File: src/hw/rtl/running_least_squares_line_fit_top_macros.svh
// Assertion macros for the line fit block.
// Used by the top level; expects clk and arst_n in the including scope.
`ifndef RUNNING_LEAST_SQUARES_LINE_FIT_TOP_MACROS_SVH
`define RUNNING_LEAST_SQUARES_LINE_FIT_TOP_MACROS_SVH

// same-cycle implication
`define RLSLF_ASSERT_IMP(lbl, pre, post) \
	lbl: assert property (@(posedge clk) disable iff (!arst_n) (pre) |-> (post)) \
		else $error("rlslf: same-cycle check failed");

// next-cycle implication
`define RLSLF_ASSERT_NEXT(lbl, pre, post) \
	lbl: assert property (@(posedge clk) disable iff (!arst_n) (pre) |=> (post)) \
		else $error("rlslf: next-cycle check failed");

`endif

File: src/hw/rtl/rlslf_pkg.sv
// Shared types and constants of the line fit block.
// No dependencies; every other file but the macro header imports it.
package rlslf_pkg;

	localparam int TICK_W  = 64;   // raw tick reading
	localparam int NS_W    = 63;   // reference ns reading
	localparam int SHIFT_W = 6;
	localparam logic [SHIFT_W-1:0] SHIFT_RST = 6'd20;
	localparam int RES_W   = 48;   // slope / intercept fields
	localparam int CNT_W   = 17;   // point_count field
	localparam int FRAC_W  = 32;   // slope fraction bits
	localparam int OP_W    = 64;   // multiplier operand
	localparam int LIMB_W  = 32;   // multiplier limb
	localparam int WIDE_W  = 128;  // products, divisor, dividend

	typedef enum logic [1:0] {
		FIT_OK   = 2'd0,
		FIT_NONE = 2'd1,
		FIT_OVF  = 2'd2
	} fit_status_t;

	typedef enum logic [2:0] {
		MS_PT_XX,
		MS_PT_XY,
		MS_N_XX,
		MS_X_X,
		MS_N_XY,
		MS_X_Y,
		MS_XX_Y,
		MS_X_XY
	} mul_sel_t;

	typedef enum logic [3:0] {
		OP_NONE,
		OP_LOAD,
		OP_SET_BASE,
		OP_DIFF,
		OP_SHIFT,
		OP_SET_OVF,
		OP_ACC_XX,
		OP_ACC_XY,
		OP_SAVE_W,
		OP_MAKE_DEN,
		OP_MAG_SLOPE,
		OP_MAG_ICPT,
		OP_SAVE_SLOPE,
		OP_SAVE_ICPT,
		OP_PUBLISH
	} dp_op_t;

	typedef struct packed {
		dp_op_t   op;
		logic     mul_start;
		mul_sel_t mul_sel;
		logic     div_start;
	} dp_cmd_t;

	typedef struct packed {
		logic have_base;
		logic ovf;
		logic full;
		logic neg;
		logic wide;
		logic den_ok;
		logic mul_busy;
		logic div_busy;
	} dp_status_t;

	typedef enum logic [4:0] {
		S_IDLE,
		S_EVAL,
		S_SHIFT,
		S_CHECK,
		S_PXX_W,
		S_PXY_W,
		S_FIT,
		S_M1,
		S_M2,
		S_M2B,
		S_M3,
		S_M4,
		S_D1S,
		S_D1_W,
		S_M5,
		S_M6,
		S_D2S,
		S_D2_W,
		S_DONE
	} ctrl_state_t;

	typedef enum logic [1:0] {
		DV_IDLE,
		DV_PRE,
		DV_ITER,
		DV_ROUND
	} div_state_t;

endpackage

File: src/hw/rtl/rlslf_ctrl.sv
// Sequencer: steps one request through checks, accumulation, fit terms and divisions.
// Depends on rlslf_pkg.
module rlslf_ctrl import rlslf_pkg::*; (
	input  logic       clk,
	input  logic       arst_n,
	input  logic       in_valid,
	output logic       in_ready,
	output logic       out_valid,
	input  logic       out_ready,
	output dp_cmd_t    cmd,
	input  dp_status_t sts
);

	ctrl_state_t st_q, st_d;
	logic        out_valid_q;
	logic        publish;

	assign publish = cmd.op == OP_PUBLISH;

	always_ff @(posedge clk or negedge arst_n) begin
		if (!arst_n) begin
			st_q        <= S_IDLE;
			out_valid_q <= 1'b0;
		end else begin
			st_q <= st_d;
			if (publish) begin
				out_valid_q <= 1'b1;
			end else if (out_ready) begin
				out_valid_q <= 1'b0;
			end
		end
	end

	always_comb begin
		st_d          = st_q;
		in_ready      = 1'b0;
		cmd.op        = OP_NONE;
		cmd.mul_start = 1'b0;
		cmd.mul_sel   = MS_PT_XX;
		cmd.div_start = 1'b0;
		unique case (st_q)
			S_IDLE: begin
				in_ready = 1'b1;
				if (in_valid) begin
					cmd.op = OP_LOAD;
					st_d   = S_EVAL;
				end
			end
			S_EVAL: begin
				if (!sts.have_base) begin
					cmd.op = OP_SET_BASE;
					st_d   = S_FIT;
				end else if (sts.ovf || sts.full) begin
					st_d = S_FIT;   // report current sums again
				end else begin
					cmd.op = OP_DIFF;
					st_d   = S_SHIFT;
				end
			end
			S_SHIFT: begin
				cmd.op = OP_SHIFT;
				st_d   = S_CHECK;
			end
			S_CHECK: begin
				if (sts.neg || sts.wide) begin
					cmd.op = OP_SET_OVF;
					st_d   = S_FIT;
				end else begin
					cmd.mul_start = 1'b1;
					cmd.mul_sel   = MS_PT_XX;
					st_d          = S_PXX_W;
				end
			end
			S_PXX_W: begin
				if (!sts.mul_busy) begin
					cmd.op        = OP_ACC_XX;
					cmd.mul_start = 1'b1;
					cmd.mul_sel   = MS_PT_XY;
					st_d          = S_PXY_W;
				end
			end
			S_PXY_W: begin
				if (!sts.mul_busy) begin
					cmd.op = OP_ACC_XY;
					st_d   = S_FIT;
				end
			end
			S_FIT: begin
				if (sts.ovf) begin
					st_d = S_DONE;
				end else begin
					cmd.mul_start = 1'b1;
					cmd.mul_sel   = MS_N_XX;
					st_d          = S_M1;
				end
			end
			S_M1: begin
				if (!sts.mul_busy) begin
					cmd.op        = OP_SAVE_W;
					cmd.mul_start = 1'b1;
					cmd.mul_sel   = MS_X_X;
					st_d          = S_M2;
				end
			end
			S_M2: begin
				if (!sts.mul_busy) begin
					cmd.op = OP_MAKE_DEN;
					st_d   = S_M2B;
				end
			end
			S_M2B: begin
				if (!sts.den_ok) begin
					st_d = S_DONE;
				end else begin
					cmd.mul_start = 1'b1;
					cmd.mul_sel   = MS_N_XY;
					st_d          = S_M3;
				end
			end
			S_M3: begin
				if (!sts.mul_busy) begin
					cmd.op        = OP_SAVE_W;
					cmd.mul_start = 1'b1;
					cmd.mul_sel   = MS_X_Y;
					st_d          = S_M4;
				end
			end
			S_M4: begin
				if (!sts.mul_busy) begin
					cmd.op = OP_MAG_SLOPE;
					st_d   = S_D1S;
				end
			end
			S_D1S: begin
				// first intercept product runs alongside the slope division
				cmd.div_start = 1'b1;
				cmd.mul_start = 1'b1;
				cmd.mul_sel   = MS_XX_Y;
				st_d          = S_D1_W;
			end
			S_D1_W: begin
				if (!sts.div_busy) begin
					cmd.op = OP_SAVE_SLOPE;
					st_d   = S_M5;
				end
			end
			S_M5: begin
				if (!sts.mul_busy) begin
					cmd.op        = OP_SAVE_W;
					cmd.mul_start = 1'b1;
					cmd.mul_sel   = MS_X_XY;
					st_d          = S_M6;
				end
			end
			S_M6: begin
				if (!sts.mul_busy) begin
					cmd.op = OP_MAG_ICPT;
					st_d   = S_D2S;
				end
			end
			S_D2S: begin
				cmd.div_start = 1'b1;
				st_d          = S_D2_W;
			end
			S_D2_W: begin
				if (!sts.div_busy) begin
					cmd.op = OP_SAVE_ICPT;
					st_d   = S_DONE;
				end
			end
			S_DONE: begin
				if (!out_valid_q || out_ready) begin
					cmd.op = OP_PUBLISH;
					st_d   = S_IDLE;
				end
			end
			default: st_d = S_IDLE;
		endcase
	end

	assign out_valid = out_valid_q;

endmodule

File: config.mk
export PLATFORM = sky130hd
export DESIGN_NAME = rlslf_ctrl
export DESIGN_NICKNAME = d
export VERILOG_FILES = /design/src/hw/rtl/running_least_squares_line_fit_top_macros.svh /design/src/hw/rtl/rlslf_pkg.sv /design/src/hw/rtl/rlslf_ctrl.sv
export SDC_FILE = /design/constraint.sdc
export NUM_CORES = 1
export LEC_CHECK = 0
export BUFFER_PORTS_ARGS = -buffer_cell sky130_fd_sc_hd__buf_2
export CORE_ASPECT_RATIO = 0.6
export CORE_UTILIZATION = 35
export CTS_CLUSTER_DIAMETER = 60
export DETAILED_ROUTE_END_ITERATION = 8
export GPL_TIMING_DRIVEN = 0
export PLACE_DENSITY = 0.66
export SLEW_MARGIN = 10
export SYNTH_ARGS = -nofsm -noshare
export SYNTH_HDL_FRONTEND = slang
export SYNTH_SLANG_ARGS = --single-unit
File: constraint.sdc
create_clock -name clk -period 1.5 [get_ports clk]
set_input_delay 0.3 -clock clk [delete_from_list [all_inputs] [get_ports clk]]
set_output_delay 0.3 -clock clk [all_outputs]
set_load 0.01 [all_outputs]
Word-level counts from Yosys, hierarchy flattened
Index checks and enable logic that the tools add are counted.
{"block": "totals", "out_inout_bits": 11, "wordCells": 83, "ff_bits": 6, "input_bits": 12}
{"block": "classes", "reduce_logical": 8, "eq_ne": 31, "n_mux": 42}
{"op": "5-bit one-hot mux with 19 select lines", "n": 1}
{"op": "5-bit 2-to-1 mux", "n": 14}
{"op": "4-bit one-hot mux with 15 select lines", "n": 1}
{"op": "5-bit by 4-bit == test with 1-bit output (second input constant)", "n": 8}
{"op": "4-bit 2-to-1 mux", "n": 9}
{"op": "4-bit one-hot mux with 8 select lines", "n": 1}
{"op": "8-bit 2-to-1 mux", "n": 3}
{"op": "2-bit != test (second input constant)", "n": 12}
{"op": "5-bit by 3-bit == test with 1-bit output (second input constant)", "n": 4}
{"op": "5-bit == test (second input constant)", "n": 3}
{"op": "3-bit 2-to-1 mux", "n": 4}
{"op": "12-bit AND reduction", "n": 1}
{"op": "5-bit by 2-bit == test with 1-bit output (second input constant)", "n": 2}
{"op": "7-bit 2-to-1 mux", "n": 1}
{"op": "2-bit 2-to-1 mux", "n": 3}
{"op": "5-bit by 1-bit == test with 1-bit output (second input constant)", "n": 1}
{"op": "5-bit zero test", "n": 1}
{"op": "1-bit 2-to-1 mux", "n": 5}
{"op": "4-bit == test (second input constant)", "n": 1}
{"op": "1-bit logical OR", "n": 3}
{"op": "2-bit nonzero test", "n": 1}
{"op": "2-bit OR reduction", "n": 1}
{"op": "1-bit zero test", "n": 1}

Longest topological paths before layout
{"block": "logic_depth", "depth_word": 6, "mapped_depth": 7, "mapped_depth_nobuf": 5}

Worst setup path after synthesis
Ideal clock, no wire load.
{"block": "synth_path", "kind": "register to output", "from": "reg st_q[3]", "to": "out cmd[6] (netlist bit)", "required_time_ns": 1.200, "path_stages_with_launch": 6, "path_slack_ns": -0.237, "arrival_time_ns": 1.437, "path_buffers": 3, "cell_sequence": "dfrtp_1 > buf_2 > buf_2 > buf_2 > a31oi_1 > o311ai_0"}
{"item": "from (decl)", "line_no": "rlslf_ctrl.sv:14", "rtl": "ctrl_state_t st_q, st_d;"}
{"item": "from (signal assigned)", "line_no": "rlslf_ctrl.sv:25", "rtl": "st_q <= st_d;"}
{"item": "to (decl)", "line_no": "rlslf_ctrl.sv:10", "rtl": "output dp_cmd_t cmd,"}

==> results list <==
- Outcome: finished, violations left
* Failing checks: negative setup slack
- GRT Residual Overflow: 0
- Placement-stage cell area: 0.001161 mm²
- Synthesis handed over a netlist of 125 instances.
* Sum of routed wire length over all layers: 4.672 mm
- Worst hold-check path type: in2async
- Clock transition at path regs: 0.04 ns
- Initial antenna violation count: 0
- Overall power consumption after layout is estimated at 4.348 mW.
* Endpoint of the worst-slack reg-to-reg timing path: st_q[0]$_DFFE_PN0P_
- Counting flops and latches in the post-synthesis netlist gives 6.
* Clk sink count: 6
* Number of distinct library cell variants in the gate-level netlist after synthesis: between 40 and 50
- STA puts the critical path data required time at 1.20 ns.
* Leading cell types by total area after synthesis: sky130_fd_sc_hd__dfrtp_1 16%, sky130_fd_sc_hd__mux2_4 6.6%, sky130_fd_sc_hd__nand2_1 5.4%, sky130_fd_sc_hd__nor2_1 5.4%, sky130_fd_sc_hd__o21ai_0 4.9%
- For this design the ratio of total power to cell area is 2441 mW/mm².
- The final critical path takes up 139.8% of the cycle.
* First-pass GRT wire length: 6.037 mm
- After layout, the worst setup slack is -0.5965 ns.
- Once the floorplan was initialized, standard cells occupied between 30 and 40% of the core.
- First drt pass iteration count: 5
- Total clock buffers created by CTS: 3
* Max cap viols: 0
* Final weighted congestion in routability-driven placement: 0.8834
- By area, the combinational part of the netlist is dominated by simple AND/OR/NAND/NOR gates.
* Std-Cell Core Area: 0.002310 mm²
- Most common cell after layout, fill and taps aside: sky130_fd_sc_hd__buf_4
- For the pin with the worst max-slew slack, the measured transition is 0.3592 ns.
- Overall via count from detail_route: between 1,000 and 1,500
- In the synthesized netlist the async set-or-reset flop fraction comes to 100.0%.
* Static Leak: 0.7966 nW
* Input/output buffers: 22
- Die Height: 41.52 µm
* Number of nets at the end of the flow: between 200 and 250
* Share of the yosys chip area belonging to registers: 16.48%
- Yosys Warn Count: 0
- Nets in the synthesized netlist: 137
* Slack of the worst reg-to-reg path: -0.47 ns
- At the placement stage, the worst setup path has a slack of -0.4371 ns.
- STA classifies the critical path endpoint as an output pin.
- Area Growth Syn to Fin: 95.60%
- Largest fanout of any net on the critical path: 4
- Share of Yosys cell area claimed by the top area cell type: between 10% and 20%
* Post-Synthesis Mean Instance Area: 7.287 µm²
- Fraction of synthesized cell area in xor and xnor cells: less than 1%
- Summing the areas of all and, or, nand and nor instances in the mapped netlist gives 35.85% of the synthesized area.
- Launching point of the worst reg2reg path: st_q[3]$_DFFE_PN0P_
- Cell depth of the worst flop-to-flop path: 8
- Setup repair after global routing could not meet its margin everywhere.
* Worst Skew: 0.006295 ns
- Summing the areas of all compound-gate instances in the mapped netlist gives 31.59% of the synthesized area.
* Synthesized-area fraction occupied by adder cells: 0%
- In the layout the commonest cells are 28 x sky130_fd_sc_hd__buf_4, 22 x sky130_fd_sc_hd__buf_2, 17 x sky130_fd_sc_hd__buf_6, 12 x sky130_fd_sc_hd__nand2_1, 9 x sky130_fd_sc_hd__nor2_1.
* Post-route minimum period: 2.096 ns
- Ys flop type: sky130_fd_sc_hd__dfrtp_1
- H-tree Lvls: 1
* Layout Cell Area excl Fill: around 0.0018 mm²
- The die covers about 0.0028 mm².
- Iteration-0 DRC Markers: between 150 and 200
- DRC: 0
- Yosys mapped a number of flops with a built-in enable equal to 0.
- The later pin in the worst-skew pair is clocked with a latency of 0.23 ns.
- DP HPWL: 2.211 mm
* Boundary Pins: 23
- In this run the core area contains 13 standard-cell rows.
- The number of endpoints with negative hold slack in the final report was 0.
- In this run the cell area of the synthesized design comes to ~910 µm².
* Setup violation total in the final timing report: 15
* Start-to-end type of the worst setup path: reg2out
- Final Max Slew Viols: 0
- Leading area contributor after synthesis: sky130_fd_sc_hd__dfrtp_1
- Slew headroom: 75.80%
- Layout fillers: 149
- Share of cells above drive strength 1: a little over three fifths
* Proportion of synthesized area in mux cells: roughly 6.6%
- The number of antenna diodes in the final layout is 0.
* Antenna violation net count after detailed routing: 0
* Fmax: between 400 and 500 MHz
* Arr. time, crit path: 1.80 ns
* Type of origin of the critical path: flop
- TritonCTS built the clock tree.
- Counting along the longest clock path gives a buffer depth of 2.
- For this run, the total global-route usage over all layers was measured as 28.55%.
* Routed wirelength normalized by instance count: 21.05 µm
* Library cell used as clock root buffer: sky130_fd_sc_hd__clkbuf_8
- Entering global routing, the biggest net connects 11 pins.
- VDD sags by at most 1.228 mV.
- Width of the die: about 68 µm
* Per-cell via count in the routed design: 6.505
- The number of global-route vias before repair was 1,182.
==> report_power, final <==
group	total (mW)	internal (mW)	leakage, nW	switching [mW]
logic	3.77	1.96	0.701	1.81
registers	0.317	0.237	0.0738	0.0799
clock network	0.259	0.174	0.0216	0.0856
==> logic make-up after synthesis <==
kind of cell / Yosys count
muxes: 4
and+or+nand+nor: 60
buffers and inverters: 15
AOI/OAI and AO/OA: 39
xor gates and xnor gates: 1
DFF: 6
==> sequential cells by signal (all words and copies together), names as in the netlist <==
name / flops
st_q: 5
out_valid: 1
==> critical path, stage by stage (launching register included) <==
cell and delay [ns]:
sky130_fd_sc_hd__dfrtp_2 0.42, sky130_fd_sc_hd__buf_8 0.13, sky130_fd_sc_hd__nand2_1 0.12, sky130_fd_sc_hd__nor2_2 0.18, sky130_fd_sc_hd__a21oi_4 0.06, sky130_fd_sc_hd__o31a_1 0.39, sky130_fd_sc_hd__o31ai_2 0.09, sky130_fd_sc_hd__buf_2 0.17
==> metrics by stage <==
step	TNS [ns]	hold slack, ns	util, %	std cells
global route	-7.312	0.4629	77.14	222
floorplan	-0.5060	0.004409	-	125
detailed placement	-3.175	0.1329	50.27	177
global placement	-2.971	0.1232	50.27	177
finish	-6.592	0.4363	77.14	222
CTS	-5.105	0.3774	63.11	200
==> cells in the mapped netlist, types with 3 or more instances <==
| cell type | number |
|---|---|
| sky130_fd_sc_hd__nand2_1 | 13 |
| sky130_fd_sc_hd__nor2_1 | 13 |
| sky130_fd_sc_hd__o21ai_0 | 9 |
| sky130_fd_sc_hd__buf_2 | 8 |
| sky130_fd_sc_hd__a21oi_1 | 6 |
| sky130_fd_sc_hd__dfrtp_1 | 6 |
| sky130_fd_sc_hd__nand2b_1 | 6 |
| sky130_fd_sc_hd__nor2b_1 | 5 |
| sky130_fd_sc_hd__mux2_4 | 4 |
| sky130_fd_sc_hd__nand3_1 | 4 |
| sky130_fd_sc_hd__nor3_1 | 4 |
| sky130_fd_sc_hd__nor4_1 | 4 |
| sky130_fd_sc_hd__a31oi_1 | 3 |
| sky130_fd_sc_hd__clkbuf_1 | 3 |
==> timing repair <==
item,4_1_cts,5_1_grt
gates resized for setup,23,33
hold buffers,1,0
pin swaps,15,15
buffers inserted,17,22
endpoints found under the hold margin,6,0
gates cloned,2,0
setup endpoints to repair,15,15
==> metal layers <==
layer	track usage [%]	part of all wire (%)	vias up
li1	-	-	600
met1	40.17	41	705
met2	42.18	45	121
met3	8.242	11	18
met4	7.083	2.6	0
met5	0	0	-
==> how the worst max path moves through the flow <==
stage / from / end / cells past startpoint
finish: st_q[2]$_DFFE_PN0P_ / cmd[7] / 7
floorplan: st_q[0]$_DFFE_PN0P_ / cmd[5] / 6
global route: st_q[0]$_DFFE_PN0P_ / cmd[5] / 7
CTS: st_q[2]$_DFFE_PN0P_ / cmd[5] / 5
global placement: st_q[4]$_DFFE_PN0P_ / cmd[5] / 5
detailed placement: st_q[4]$_DFFE_PN0P_ / cmd[5] / 5
==> layout make-up <==
cell class	count	area [µm²]	share of cell area, %
clock buffer	3	41.29	2.317
timing repair buffer	64	514.2	28.86
sequential	6	152.6	8.567
inverter	2	15.01	0.8427
multi-input combinational	104	860.8	48.31
buffer	13	160.2	8.989
tap	30	37.54	2.107
No activity file was read; power rests on OpenSTA's default activity.
